File: config.mk
export PLATFORM = sky130hd
export DESIGN_NAME = sorted_price_table_unit
export DESIGN_NICKNAME = d
export VERILOG_FILES = /design/src/hdl/spt_pkg.sv /design/src/hdl/spt_ram.sv /design/src/hdl/spt_ctrl.sv /design/src/hdl/spt_dp.sv /design/src/hdl/sorted_price_table_unit.sv
export SDC_FILE = /design/constraint.sdc
export NUM_CORES = 1
export LEC_CHECK = 0
export BUFFER_PORTS_ARGS = -buffer_cell sky130_fd_sc_hd__buf_4
export CORE_ASPECT_RATIO = 0.9
export CORE_MARGIN = 5
export CORE_UTILIZATION = 56
export DETAILED_ROUTE_END_ITERATION = 10
export HOLD_SLACK_MARGIN = 0.05
export PLACE_DENSITY = 0.74
export SLEW_MARGIN = 20
export SYNTH_ARGS = -nofsm -noshare
export SYNTH_HDL_FRONTEND = slang
export SYNTH_SLANG_ARGS = --single-unit
File: constraint.sdc
create_clock -name clk -period 19.7 [get_ports clk]
set_input_delay 1.97 -clock clk [delete_from_list [all_inputs] [get_ports clk]]
set_output_delay 1.97 -clock clk [all_outputs]
set_load 0.02 [all_outputs]
File: src/hdl/spt_pkg.sv
// ----------------------------------------------------------------------------
// Sorted price table package
// Sizes, codes and controller/datapath interface types.
// ----------------------------------------------------------------------------
`timescale 1ns / 1ps

package spt_pkg;

	localparam int DEPTH       = 16;
	localparam int MAX_RESULTS = 16;
	localparam int IDX_W       = (DEPTH > 1) ? $clog2(DEPTH) : 1;
	localparam int CNT_W       = $clog2(DEPTH + 1);
	localparam int CMD_W       = 3;
	localparam int TAG_W       = 16;
	localparam int PRICE_W     = 32;
	localparam int POS_W       = 4;
	localparam int STATUS_W    = 2;
	localparam int CMP_W       = (CNT_W > POS_W) ? CNT_W : POS_W;
	localparam int ENTRY_W     = TAG_W + PRICE_W;

	typedef enum logic [CMD_W-1:0] {
		CMD_INSERT = 3'd0,
		CMD_DELETE = 3'd1,
		CMD_MIN    = 3'd2,
		CMD_MAX    = 3'd3,
		CMD_DUMP   = 3'd4
	} cmd_t;

	typedef enum logic [STATUS_W-1:0] {
		STAT_OK       = 2'd0,
		STAT_EMPTY    = 2'd1,
		STAT_FULL     = 2'd2,
		STAT_NOTFOUND = 2'd3
	} status_t;

	typedef enum logic [3:0] {
		S_IDLE,
		S_DISPATCH,
		S_INS_CMP,
		S_INS_PUT,
		S_DEL_CAP,
		S_DEL_SH,
		S_DEL_DONE,
		S_RD_OUT,
		S_DMP_OUT,
		S_ERR_FULL,
		S_ERR_EMPTY,
		S_ERR_NFND
	} state_t;

	typedef enum logic [2:0] {
		IDX_HOLD,
		IDX_ZERO,
		IDX_TOP,
		IDX_POS,
		IDX_INC,
		IDX_DEC
	} idx_op_t;

	typedef enum logic [1:0] {
		CNT_HOLD,
		CNT_INC,
		CNT_DEC
	} cnt_op_t;

	typedef enum logic [1:0] {
		RES_ZERO,
		RES_NEW,
		RES_HOLD,
		RES_RDATA
	} res_src_t;

	// controller -> datapath
	typedef struct packed {
		logic     cap_in;
		idx_op_t  idx_op;
		logic     rd_en;
		logic     rd_p1;
		logic     wr_en;
		logic     wr_p1;
		logic     wr_new;
		logic     hold_cap;
		cnt_op_t  cnt_op;
		logic     res_load;
		res_src_t res_src;
		status_t  res_status;
		logic     res_last;
	} spt_ctl_t;

	// datapath -> controller
	typedef struct packed {
		cmd_t cmd;
		logic cnt_zero;
		logic cnt_full;
		logic pos_oob;
		logic ge;
		logic idx_zero;
		logic del_tail;
		logic del_more;
		logic dump_last;
		logic out_free;
	} spt_stat_t;

endpackage

File: src/hdl/spt_ram.sv
// ----------------------------------------------------------------------------
// Sorted price table RAM
// Generic single write port, single read port RAM with registered read.
// ----------------------------------------------------------------------------
`timescale 1ns / 1ps

module spt_ram #(
	parameter int WIDTH = 48,
	parameter int DEPTH = 16
) (
	input  logic                                         clk,
	input  logic                                         wr_en,
	input  logic [((DEPTH > 1) ? $clog2(DEPTH) : 1)-1:0] wr_addr,
	input  logic [WIDTH-1:0]                             wr_data,
	input  logic                                         rd_en,
	input  logic [((DEPTH > 1) ? $clog2(DEPTH) : 1)-1:0] rd_addr,
	output logic [WIDTH-1:0]                             rd_data
);

	logic [WIDTH-1:0] mem_q [DEPTH];
	logic [WIDTH-1:0] rd_data_q;

	always_ff @(posedge clk) begin
		if (wr_en) begin
			mem_q[wr_addr] <= wr_data;
		end
		if (rd_en) begin
			rd_data_q <= mem_q[rd_addr];
		end
	end

	assign rd_data = rd_data_q;

endmodule

File: src/hdl/spt_ctrl.sv
// ----------------------------------------------------------------------------
// Sorted price table controller
// Command sequencer: decodes an item and steps the datapath through it.
// ----------------------------------------------------------------------------
`timescale 1ns / 1ps

module spt_ctrl
	import spt_pkg::*;
(
	input  logic      clk,
	input  logic      arst_n,
	input  logic      in_valid,
	output logic      in_ready,
	input  spt_stat_t st,
	output spt_ctl_t  ctl
);

	state_t state_q, state_d;

	always_ff @(posedge clk or negedge arst_n) begin
		if (!arst_n) begin
			state_q <= S_IDLE;
		end else begin
			state_q <= state_d;
		end
	end

	always_comb begin
		state_d        = state_q;
		in_ready       = 1'b0;
		ctl.cap_in     = 1'b0;
		ctl.idx_op     = IDX_HOLD;
		ctl.rd_en      = 1'b0;
		ctl.rd_p1      = 1'b0;
		ctl.wr_en      = 1'b0;
		ctl.wr_p1      = 1'b0;
		ctl.wr_new     = 1'b0;
		ctl.hold_cap   = 1'b0;
		ctl.cnt_op     = CNT_HOLD;
		ctl.res_load   = 1'b0;
		ctl.res_src    = RES_ZERO;
		ctl.res_status = STAT_OK;
		ctl.res_last   = 1'b1;

		case (state_q)
			S_IDLE: begin
				in_ready = 1'b1;
				if (in_valid) begin
					ctl.cap_in = 1'b1;
					state_d    = S_DISPATCH;
				end
			end
			S_DISPATCH: begin
				case (st.cmd)
					CMD_INSERT: begin
						if (st.cnt_full) begin
							state_d = S_ERR_FULL;
						end else if (st.cnt_zero) begin
							ctl.idx_op = IDX_ZERO;
							state_d    = S_INS_PUT;
						end else begin
							// scan down from the tail, shifting up as we go
							ctl.idx_op = IDX_TOP;
							ctl.rd_en  = 1'b1;
							state_d    = S_INS_CMP;
						end
					end
					CMD_DELETE: begin
						if (st.cnt_zero) begin
							state_d = S_ERR_EMPTY;
						end else if (st.pos_oob) begin
							state_d = S_ERR_NFND;
						end else begin
							ctl.idx_op = IDX_POS;
							ctl.rd_en  = 1'b1;
							state_d    = S_DEL_CAP;
						end
					end
					CMD_MIN: begin
						if (st.cnt_zero) begin
							state_d = S_ERR_EMPTY;
						end else begin
							ctl.idx_op = IDX_ZERO;
							ctl.rd_en  = 1'b1;
							state_d    = S_RD_OUT;
						end
					end
					CMD_MAX: begin
						if (st.cnt_zero) begin
							state_d = S_ERR_EMPTY;
						end else begin
							ctl.idx_op = IDX_TOP;
							ctl.rd_en  = 1'b1;
							state_d    = S_RD_OUT;
						end
					end
					CMD_DUMP: begin
						if (st.cnt_zero) begin
							state_d = S_ERR_EMPTY;
						end else begin
							ctl.idx_op = IDX_ZERO;
							ctl.rd_en  = 1'b1;
							state_d    = S_DMP_OUT;
						end
					end
					default: begin
						state_d = S_IDLE;
					end
				endcase
			end
			S_INS_CMP: begin
				if (st.ge) begin
					ctl.wr_en = 1'b1;
					ctl.wr_p1 = 1'b1;
					if (st.idx_zero) begin
						state_d = S_INS_PUT;
					end else begin
						ctl.idx_op = IDX_DEC;
						ctl.rd_en  = 1'b1;
					end
				end else begin
					// new entry goes just above the lower price
					ctl.idx_op = IDX_INC;
					state_d    = S_INS_PUT;
				end
			end
			S_INS_PUT: begin
				if (st.out_free) begin
					ctl.wr_en    = 1'b1;
					ctl.wr_new   = 1'b1;
					ctl.res_load = 1'b1;
					ctl.res_src  = RES_NEW;
					ctl.cnt_op   = CNT_INC;
					state_d      = S_IDLE;
				end
			end
			S_DEL_CAP: begin
				ctl.hold_cap = 1'b1;
				if (st.del_tail) begin
					state_d = S_DEL_DONE;
				end else begin
					ctl.rd_en = 1'b1;
					ctl.rd_p1 = 1'b1;
					state_d   = S_DEL_SH;
				end
			end
			S_DEL_SH: begin
				ctl.wr_en = 1'b1;
				if (st.del_more) begin
					ctl.idx_op = IDX_INC;
					ctl.rd_en  = 1'b1;
					ctl.rd_p1  = 1'b1;
				end else begin
					state_d = S_DEL_DONE;
				end
			end
			S_DEL_DONE: begin
				if (st.out_free) begin
					ctl.res_load = 1'b1;
					ctl.res_src  = RES_HOLD;
					ctl.cnt_op   = CNT_DEC;
					state_d      = S_IDLE;
				end
			end
			S_RD_OUT: begin
				if (st.out_free) begin
					ctl.res_load = 1'b1;
					ctl.res_src  = RES_RDATA;
					state_d      = S_IDLE;
				end
			end
			S_DMP_OUT: begin
				if (st.out_free) begin
					ctl.res_load = 1'b1;
					ctl.res_src  = RES_RDATA;
					ctl.res_last = st.dump_last;
					if (st.dump_last) begin
						state_d = S_IDLE;
					end else begin
						ctl.idx_op = IDX_INC;
						ctl.rd_en  = 1'b1;
					end
				end
			end
			S_ERR_FULL: begin
				if (st.out_free) begin
					ctl.res_load   = 1'b1;
					ctl.res_status = STAT_FULL;
					state_d        = S_IDLE;
				end
			end
			S_ERR_EMPTY: begin
				if (st.out_free) begin
					ctl.res_load   = 1'b1;
					ctl.res_status = STAT_EMPTY;
					state_d        = S_IDLE;
				end
			end
			S_ERR_NFND: begin
				if (st.out_free) begin
					ctl.res_load   = 1'b1;
					ctl.res_status = STAT_NOTFOUND;
					state_d        = S_IDLE;
				end
			end
			default: begin
				state_d = S_IDLE;
			end
		endcase
	end

endmodule

File: src/hdl/spt_dp.sv
// ----------------------------------------------------------------------------
// Sorted price table datapath
// Entry RAM, index and count registers, price compare and result register.
// ----------------------------------------------------------------------------
`timescale 1ns / 1ps

module spt_dp
	import spt_pkg::*;
(
	input  logic                      clk,
	input  logic                      arst_n,
	input  spt_ctl_t                  ctl,
	output spt_stat_t                 st,
	input  logic [CMD_W-1:0]          cmd,
	input  logic [TAG_W-1:0]          tag,
	input  logic signed [PRICE_W-1:0] price,
	input  logic [POS_W-1:0]          position,
	output logic                      out_valid,
	input  logic                      out_ready,
	output logic [STATUS_W-1:0]       status,
	output logic [TAG_W-1:0]          out_tag,
	output logic signed [PRICE_W-1:0] out_price,
	output logic [POS_W-1:0]          out_position,
	output logic                      last
);

	// latched item
	cmd_t                      cmd_q;
	logic [TAG_W-1:0]          tag_q;
	logic signed [PRICE_W-1:0] price_q;
	logic [POS_W-1:0]          pos_q;

	logic [IDX_W-1:0] idx_q, idx_d;
	logic [CNT_W-1:0] count_q;

	logic [TAG_W-1:0]          hold_tag_q;
	logic signed [PRICE_W-1:0] hold_price_q;

	logic                      out_valid_q;
	logic [STATUS_W-1:0]       status_q;
	logic [TAG_W-1:0]          out_tag_q;
	logic signed [PRICE_W-1:0] out_price_q;
	logic [POS_W-1:0]          out_pos_q;
	logic                      last_q;

	logic [IDX_W-1:0]          rd_addr, wr_addr;
	logic [ENTRY_W-1:0]        wr_data, rd_data;
	logic [TAG_W-1:0]          rd_tag;
	logic signed [PRICE_W-1:0] rd_price;

	logic [CMP_W:0] idx_p1_w, idx_p2_w, cnt_w, pos_w;

	always_ff @(posedge clk) begin
		if (ctl.cap_in) begin
			cmd_q   <= cmd_t'(cmd);
			tag_q   <= tag;
			price_q <= price;
			pos_q   <= position;
		end
		if (ctl.hold_cap) begin
			hold_tag_q   <= rd_tag;
			hold_price_q <= rd_price;
		end
	end

	always_comb begin
		case (ctl.idx_op)
			IDX_HOLD: idx_d = idx_q;
			IDX_ZERO: idx_d = '0;
			IDX_TOP:  idx_d = IDX_W'(count_q - CNT_W'(1));
			IDX_POS:  idx_d = IDX_W'(pos_q);
			IDX_INC:  idx_d = idx_q + IDX_W'(1);
			IDX_DEC:  idx_d = idx_q - IDX_W'(1);
			default:  idx_d = idx_q;
		endcase
	end

	always_ff @(posedge clk or negedge arst_n) begin
		if (!arst_n) begin
			idx_q   <= '0;
			count_q <= '0;
		end else begin
			idx_q <= idx_d;
			case (ctl.cnt_op)
				CNT_INC: count_q <= count_q + CNT_W'(1);
				CNT_DEC: count_q <= count_q - CNT_W'(1);
				default: count_q <= count_q;
			endcase
		end
	end

	assign rd_addr = ctl.rd_p1 ? idx_d + IDX_W'(1) : idx_d;
	assign wr_addr = ctl.wr_p1 ? idx_q + IDX_W'(1) : idx_q;
	assign wr_data = ctl.wr_new ? {tag_q, price_q} : rd_data;

	spt_ram #(
		.WIDTH(ENTRY_W),
		.DEPTH(DEPTH)
	) u_ram (
		.clk    (clk),
		.wr_en  (ctl.wr_en),
		.wr_addr(wr_addr),
		.wr_data(wr_data),
		.rd_en  (ctl.rd_en),
		.rd_addr(rd_addr),
		.rd_data(rd_data)
	);

	assign rd_tag   = rd_data[ENTRY_W-1 -: TAG_W];
	assign rd_price = rd_data[PRICE_W-1:0];

	assign idx_p1_w = (CMP_W + 1)'(idx_q) + (CMP_W + 1)'(1);
	assign idx_p2_w = (CMP_W + 1)'(idx_q) + (CMP_W + 1)'(2);
	assign cnt_w    = (CMP_W + 1)'(count_q);
	assign pos_w    = (CMP_W + 1)'(pos_q);

	assign st.cmd       = cmd_q;
	assign st.cnt_zero  = (count_q == '0);
	assign st.cnt_full  = (count_q == CNT_W'(DEPTH));
	assign st.pos_oob   = (pos_w >= cnt_w);
	assign st.ge        = (rd_price >= price_q);
	assign st.idx_zero  = (idx_q == '0);
	assign st.del_tail  = (idx_p1_w >= cnt_w);
	assign st.del_more  = (idx_p2_w < cnt_w);
	// a dump stops at the table end or after MAX_RESULTS items
	assign st.dump_last = (idx_p1_w == cnt_w) || (idx_p1_w == (CMP_W + 1)'(MAX_RESULTS));
	assign st.out_free  = !out_valid_q || out_ready;

	always_ff @(posedge clk or negedge arst_n) begin
		if (!arst_n) begin
			out_valid_q <= 1'b0;
		end else if (ctl.res_load) begin
			out_valid_q <= 1'b1;
		end else if (out_ready) begin
			out_valid_q <= 1'b0;
		end
	end

	always_ff @(posedge clk) begin
		if (ctl.res_load) begin
			status_q <= ctl.res_status;
			last_q   <= ctl.res_last;
			case (ctl.res_src)
				RES_NEW: begin
					out_tag_q   <= tag_q;
					out_price_q <= price_q;
					out_pos_q   <= POS_W'(idx_q);
				end
				RES_HOLD: begin
					out_tag_q   <= hold_tag_q;
					out_price_q <= hold_price_q;
					out_pos_q   <= pos_q;
				end
				RES_RDATA: begin
					out_tag_q   <= rd_tag;
					out_price_q <= rd_price;
					out_pos_q   <= POS_W'(idx_q);
				end
				default: begin
					out_tag_q   <= '0;
					out_price_q <= '0;
					out_pos_q   <= '0;
				end
			endcase
		end
	end

	assign out_valid    = out_valid_q;
	assign status       = status_q;
	assign out_tag      = out_tag_q;
	assign out_price    = out_price_q;
	assign out_position = out_pos_q;
	assign last         = last_q;

endmodule

File: src/hdl/sorted_price_table_unit.sv
// ----------------------------------------------------------------------------
// Sorted price table unit
// Table of (tag, price) entries kept in ascending signed price order.
// ----------------------------------------------------------------------------
// One item is handled at a time; the next is taken once the previous item's
// final result sits in the output register. Entries live in a single-port-
// read RAM and are moved one per cycle, so time per item is set by that
// port: an insert walks down past the entries priced at or above the new
// one, a delete shifts the entries behind the removed one and a dump emits
// its entries one by one; results also wait while the output side stalls.
// The worst case is a delete at the front of a full table. Commands 5 to 7
// are dropped with no result.
// ----------------------------------------------------------------------------
`timescale 1ns / 1ps

module sorted_price_table_unit
	import spt_pkg::*;
(
	input  logic                      clk,
	input  logic                      arst_n,
	input  logic                      in_valid,
	output logic                      in_ready,
	input  logic [CMD_W-1:0]          cmd,
	input  logic [TAG_W-1:0]          tag,
	input  logic signed [PRICE_W-1:0] price,
	input  logic [POS_W-1:0]          position,
	output logic                      out_valid,
	input  logic                      out_ready,
	output logic [STATUS_W-1:0]       status,
	output logic [TAG_W-1:0]          out_tag,
	output logic signed [PRICE_W-1:0] out_price,
	output logic [POS_W-1:0]          out_position,
	output logic                      last
);

	spt_ctl_t  ctl;
	spt_stat_t st;

	spt_ctrl u_ctrl (
		.clk     (clk),
		.arst_n  (arst_n),
		.in_valid(in_valid),
		.in_ready(in_ready),
		.st      (st),
		.ctl     (ctl)
	);

	spt_dp u_dp (
		.clk         (clk),
		.arst_n      (arst_n),
		.ctl         (ctl),
		.st          (st),
		.cmd         (cmd),
		.tag         (tag),
		.price       (price),
		.position    (position),
		.out_valid   (out_valid),
		.out_ready   (out_ready),
		.status      (status),
		.out_tag     (out_tag),
		.out_price   (out_price),
		.out_position(out_position),
		.last        (last)
	);

endmodule

After elaboration in Yosys (flattened, before gate mapping)
Memories as Yosys holds them, arrays and structs flattened. A register that Yosys moved wholly into a read port is not among the register bits.
Index checks and enable logic that the tools add are counted.
{ "word_totals": {"wordCells": 143, "ff_bits": 172, "ramBits": 768, "inputBits": 59, "mem_count": 1, "mem_bits_ro": 0, "output_inout_bits": 57, "latchBits": 0} }
{ "classes": {"magnitude_cmp": 4, "n_bitwise": 0, "multipliers": 0, "n_shift": 0, "n_div": 0, "n_eq_ne": 34, "n_addsub": 7, "n_mux": 65, "reduce_logical": 17} }
{ "memory_table": {"columns": ["memory", "depth", "word_bits", "rd", "rd_ports_with_merged_regs", "wr", "line", "rtl"], "rows": [
  ["u_dp.u_ram.mem_q", 16, 48, 1, 1, 1, "spt_ram.sv:20", "logic [WIDTH-1:0] mem_q [DEPTH];"]
]} }
{ "ops": {"columns": ["cell", "n"], "rows": [
  ["$pmux W32 S3", 1],
  ["$mux W4", 19],
  ["$mux W48", 1],
  ["$pmux W16 S3", 1],
  ["$ge A32 B32 Y1", 1],
  ["$pmux W4 S4", 2],
  ["$pmux W4 S7", 1],
  ["$pmux W4 S5", 1],
  ["$eq A4 B3 Y1 const B", 4],
  ["$eq A4 B4 Y1 const B", 4],
  ["$mux W2", 8],
  ["$mux W1", 15],
  ["$eq A3 B2 Y1 const B", 4],
  ["$mux W3", 4],
  ["$pmux W2 S3", 2],
  ["$pmux W3 S4", 1],
  ["$mux W5", 2],
  ["$pmux W5 S2", 1],
  ["$eq A3 B3 Y1 const B", 3],
  ["$add A4 B1 Y4 const B", 2],
  ["$eq A4 B2 Y1 const B", 2],
  ["$logic_not A4 Y1", 2],
  ["$pmux W4 S2", 1],
  ["$reduce_or A2 Y1", 4],
  ["32 further kinds", 41]
]} }

Logic depth before layout (Yosys ltp)
{ "depth": {"depth_word": 10, "mapped_depth": 20, "ltp_nobuf": 18} }

Cells and area by module
From an unflattened synthesis, not the netlist that was laid out.
{ "unflattened": {"hier_cells": 1976, "area_unflattened_um2": 39291.4} }
{ "modules_own_cells": {"columns": ["module", "n_inst", "seq_area_each_um2", "cells_each", "area_per_inst_um2"], "rows": [
  ["spt_ram", 1, 24503.5, 1242, 30171.4],
  ["spt_dp", 1, 4994.8, 623, 8370.5],
  ["spt_ctrl", 1, 100.1, 111, 749.5]
]} }

Worst setup path before layout
Ideal clock, no wire load.
{ "synth_timing": {"path_type": "register to register", "start": "reg u_ctrl.state_q[3]", "end": "reg u_dp.u_ram.rd_data_q[0], in the netlist u_dp.u_ram.rd_data[0] (read register of u_dp.u_ram.mem_q), enable pin", "t_required_ps": 19286, "setup_time_ps": 414, "slack_ps": 13292, "stages_incl_launch_ff": 8, "arrival_ps": 5994, "period_less_slack_ps": 6408, "n_path_buf": 1, "path_cell_list": "dfrtp_1 > buf_2 > nand2b_1 > nor3_1 > o211ai_1 > nand2b_1 > nor3_1 > nand3_1"} }
{ "synth_rtl": {"columns": ["element", "line", "rtl"], "rows": [
  ["start, declared", "spt_ctrl.sv:18", "state_t state_q, state_d;"],
  ["start signal, assigned", "spt_ctrl.sv:24", "state_q <= state_d;"],
  ["end, declared", "spt_ram.sv:21", "logic [WIDTH-1:0] rd_data_q;"]
]} }

Worst setup path after layout
{ "layout_timing": {"start": "reg u_dp.u_ram.rd_data_q[27], in the netlist u_dp.u_ram.rd_data[27] (read register of u_dp.u_ram.mem_q)", "end": "reg u_dp.u_ram.rd_data_q[37], in the netlist u_dp.u_ram.rd_data[37] (read register of u_dp.u_ram.mem_q), data pin"} }
{ "layout_via": {"elab_chain_len": 7, "elab_cells_between_ends": 13, "cone_classes": "add/sub: 1; order compare: 1; eq/ne: 5; mux: 6"} }
{ "layout_lines": {"columns": ["element", "line", "rtl"], "rows": [
  ["$ge A32 B32 Y1 (*)", "spt_dp.sv:121", "assign st.ge = (rd_price >= price_q);"],
  ["$mux W3 (*)", "spt_ctrl.sv:112", "if (st.ge) begin"],
  ["$pmux W3 S4 (*)", "spt_ctrl.sv:45", "case (state_q)"],
  ["$eq A3 B3 Y1 (tied with other cells)", "spt_dp.sv:67", "case (ctl.idx_op)"],
  ["$pmux W4 S5 (*)", "spt_dp.sv:67", null],
  ["named net u_dp.idx_d[0]", "spt_dp.sv:33", "logic [IDX_W-1:0] idx_q, idx_d;"],
  ["$add A4 B1 Y4", "spt_dp.sv:92", "assign rd_addr = ctl.rd_p1 ? idx_d + IDX_W'(1) : idx_d;"],
  ["$mux W4 (*)", "spt_dp.sv:92", null]
]} }
The timed path passes the listed nets; every way through them passes the cells marked *.
A chain may end at the register's enable or synchronous reset.

==> reports/metrics.yaml <==
cts:
  cts_resized: 0
  cts_buffers: 94
  cts_tree: "built"
  cts_num_sinks: 988
  htreeDepth: 3
  root_buffer: "clkbuf_16"
  clk_pin_slew_ns: 0.06
  clockBufferDepth: 3
  post-cts-setup-buffers: 0
  worstSkewPairLatency_ns: 0.66
  holdBufCountCts: 0
sta:
  min_period_ns: 6.89
  hold_violations: 0
  finClkSkew_ns: 0.0260
  worst_pin_slew_ns: 1.14
  final_max_slew_viol_count: 0
  slew_headroom: 0.241
  period_share: 0.350
  finalSetupViolCount: 0
  finalSetupTns_ns: 0
  rsz0062_at_grt: "false"
  fmax_mhz: 145
floorplanning:
  io_pins: 116
  die_w_um: 290
  initial_core_util: 0.565
  floorplan.rows: 92
  die_y_um: 262
  die_area_um2: 76100
  core_um2: 70100
drt:
  avgRoutedWirePerCell_um: 28.6
  drt_drc_violations_left: 0
  avgViaCountPerCell: 6.37
  totalWireLength_mm: 91.3
  firstDrtPassIters: 8
  drtIter0Drc: 2824
  antenna_left: 0
  via_count: 20400
run_status:
  outcome: "completed"
logic_synthesis:
  syn_area_per_cell_um2: 19.8
  yosysWarnings: 0
  synth_seq_cells: 988
  yosysSeqAreaShare: 0.748
  syn-cell-area_um2: 39600
  synth_edf_count: 974
  synth_largest_area_cell: "edfxtp_1"
  synth.distinct_cells: 70
  synthTopCellsByArea: "edfxtp_1, mux4_2, mux2i_1"
  async_reset_ff_frac: 0.0142
  yosysTopAreaCellShare: 0.739
  syn_inst: 2001
  syn_nets: 2116
  synth_top_flop_cell: "edfxtp_1"
critical_path:
  cp_cell_sequence: "ha_1 > nand4_1 > nor4_1 > o2bb2ai_1 > nor3_1 > nor4bb_2 > a21o_1 > a2111oi_4 > or3_4 > xnor2_4 > buf_4 > buf_12 > buf_4 > mux4_2 > mux2i_1 > mux2i_1"
  cp-end-kind: "flip-flop"
  critPathMaxFanout: 58
  critPathKind: "reg -> reg"
  required_ns: 20.07
  cp_slowest_cell: "nor4bb_2"
  start_kind: "flip-flop"
  critPathArrivalTime_ns: 7.26
  slowest_delay_ns: 0.93
finish:
  antennaDiodeCount: 0
  layout_commonest_cell: "edfxtp_1"
  nets: 2296
  areaGrowthSynthToFinish_pct: 13.1
  fillers: 4624
  final_cell_mix: "edfxtp_1, mux4_2, buf_4"
  fin_cells: 3195
  drive_gt1_frac: 0.239
  utilization: 0.639
placement:
  dp_cells: 3024
  dp_hpwl_mm: 45.9
  gp_congestion: 0.919
  io_buffers: 115
min_path:
  hold_class: "reg -> reg"
global_route:
  grt_pass1_vias: 20200
  grt_pass1_wl_mm: 135
  antenna_found_initial: 1
  gr-total-overflow: 0
  grt_max_degree: 129
  grtUsageTotal: 0.238
job:
  cap_violations: 0
[final cells by class]
class | count | area, um^2 | area share
Sequential cell | 988 | 29600 | 0.661
Clock buffer | 113 | 2440 | 0.0546
Timing Repair Buffer | 177 | 1370 | 0.0307
Inverter | 102 | 383 | 0.00855
Clock inverter | 57 | 523 | 0.0117
Tap cell | 940 | 1180 | 0.0263
Multi-Input combinational cell | 818 | 9280 | 0.207
[flip-flops by register name (all words and copies together) (netlist names), 2 cells and up]
name,flops
u_dp.u_ram.rd_data,48
u_dp.u_ram.mem_q,768
u_dp.price_q,32
u_dp.count_q,5
u_dp.out_price,32
u_dp.status,2
u_dp.hold_tag_q,16
u_dp.out_tag,16
u_ctrl.state_q,4
u_dp.cmd_q,3
u_dp.tag_q,16
u_dp.hold_price_q,32
u_dp.pos_q,4
u_dp.idx_q,4
u_dp.out_position,4
[synth_stat cells, types with 4 or more instances]
master and count:
a21o_1 8, a21oi_1 29, a222oi_1 49, a22o_1 4, and2_1 5, and3_1 4, buf_2 32, buf_4 4
buf_6 19, clkbuf_1 37, dfrtp_1 14, edfxtp_1 974, ha_1 56, inv_1 99, mux2i_1 145, mux4_2 192
nand2_1 106, nand2b_1 11, nand3_1 6, nand4_1 6, nor2_1 43, nor2b_1 4, nor3_1 19, nor4_1 5
o21a_1 4, o21ai_0 48, or3_1 5, xnor2_1 11, xor2_1 4
[cells by family after synthesis]
group,synth area share
AO/OA/AOI/OAI,0.0348
XOR/XNOR,0.00414
adder cells (fa/ha/maj),0.0177
buffers and inverters,0.0235
flip-flops,0.748
multiplexers,0.146
AND/OR/NAND/NOR,0.0264
[critical path, delay by kind of cell (launching register included)]
family                   cells  cell delay, ns
AO/OA/AOI/OAI                3            0.55
XOR/XNOR                     1            0.16
adder cells (fa/ha/maj)      1            0.37
buffers and inverters        3            1.83
flip-flops                   1            0.46
multiplexers                 3            0.90
AND/OR/NAND/NOR              5            2.23
[per-layer routing]
layer | vias up | routed length [um] | track usage
met3 | 148 | 8260 | 0.0407
met2 | 1146 | 42700 | 0.367
met5 | - | 0 | 0
met4 | 0 | 2110 | 0.0567
li1 | 8514 | - | -
met1 | 10600 | 38200 | 0.365
[per-stage QoR]
stage / area, um^2 / hold WS, ns / setup WS, ns
floorplan: 39600 / 0.450 / 13.29
global placement: 41800 / 0.462 / 12.45
detailed placement: 41800 / 0.469 / 12.31
CTS: 44800 / 0.480 / 12.28
global route: 44800 / 0.497 / 12.29
finish: 44800 / 0.483 / 12.81
[worst paths after layout]
check,start,to,slack [ns],depth (start not counted)
setup / recovery,u_dp.u_ram.rd_data[27],u_dp.u_ram.rd_data[37],12.81,16
max in group asynchronous,arst_n,u_dp.out_valid,18.32,1
hold reg to reg,u_dp.u_ram.rd_data[41],u_dp.hold_tag_q[9],0.48,0
setup reg to reg,u_dp.u_ram.rd_data[27],u_dp.u_ram.rd_data[37],12.81,16
hold / removal,u_dp.u_ram.rd_data[41],u_dp.hold_tag_q[9],0.48,0
min in group asynchronous,arst_n,u_dp.count_q[4],1.18,1
Power is not shown: default switching activity piles up to over one toggle a cycle in this logic, so the estimate is an artifact.
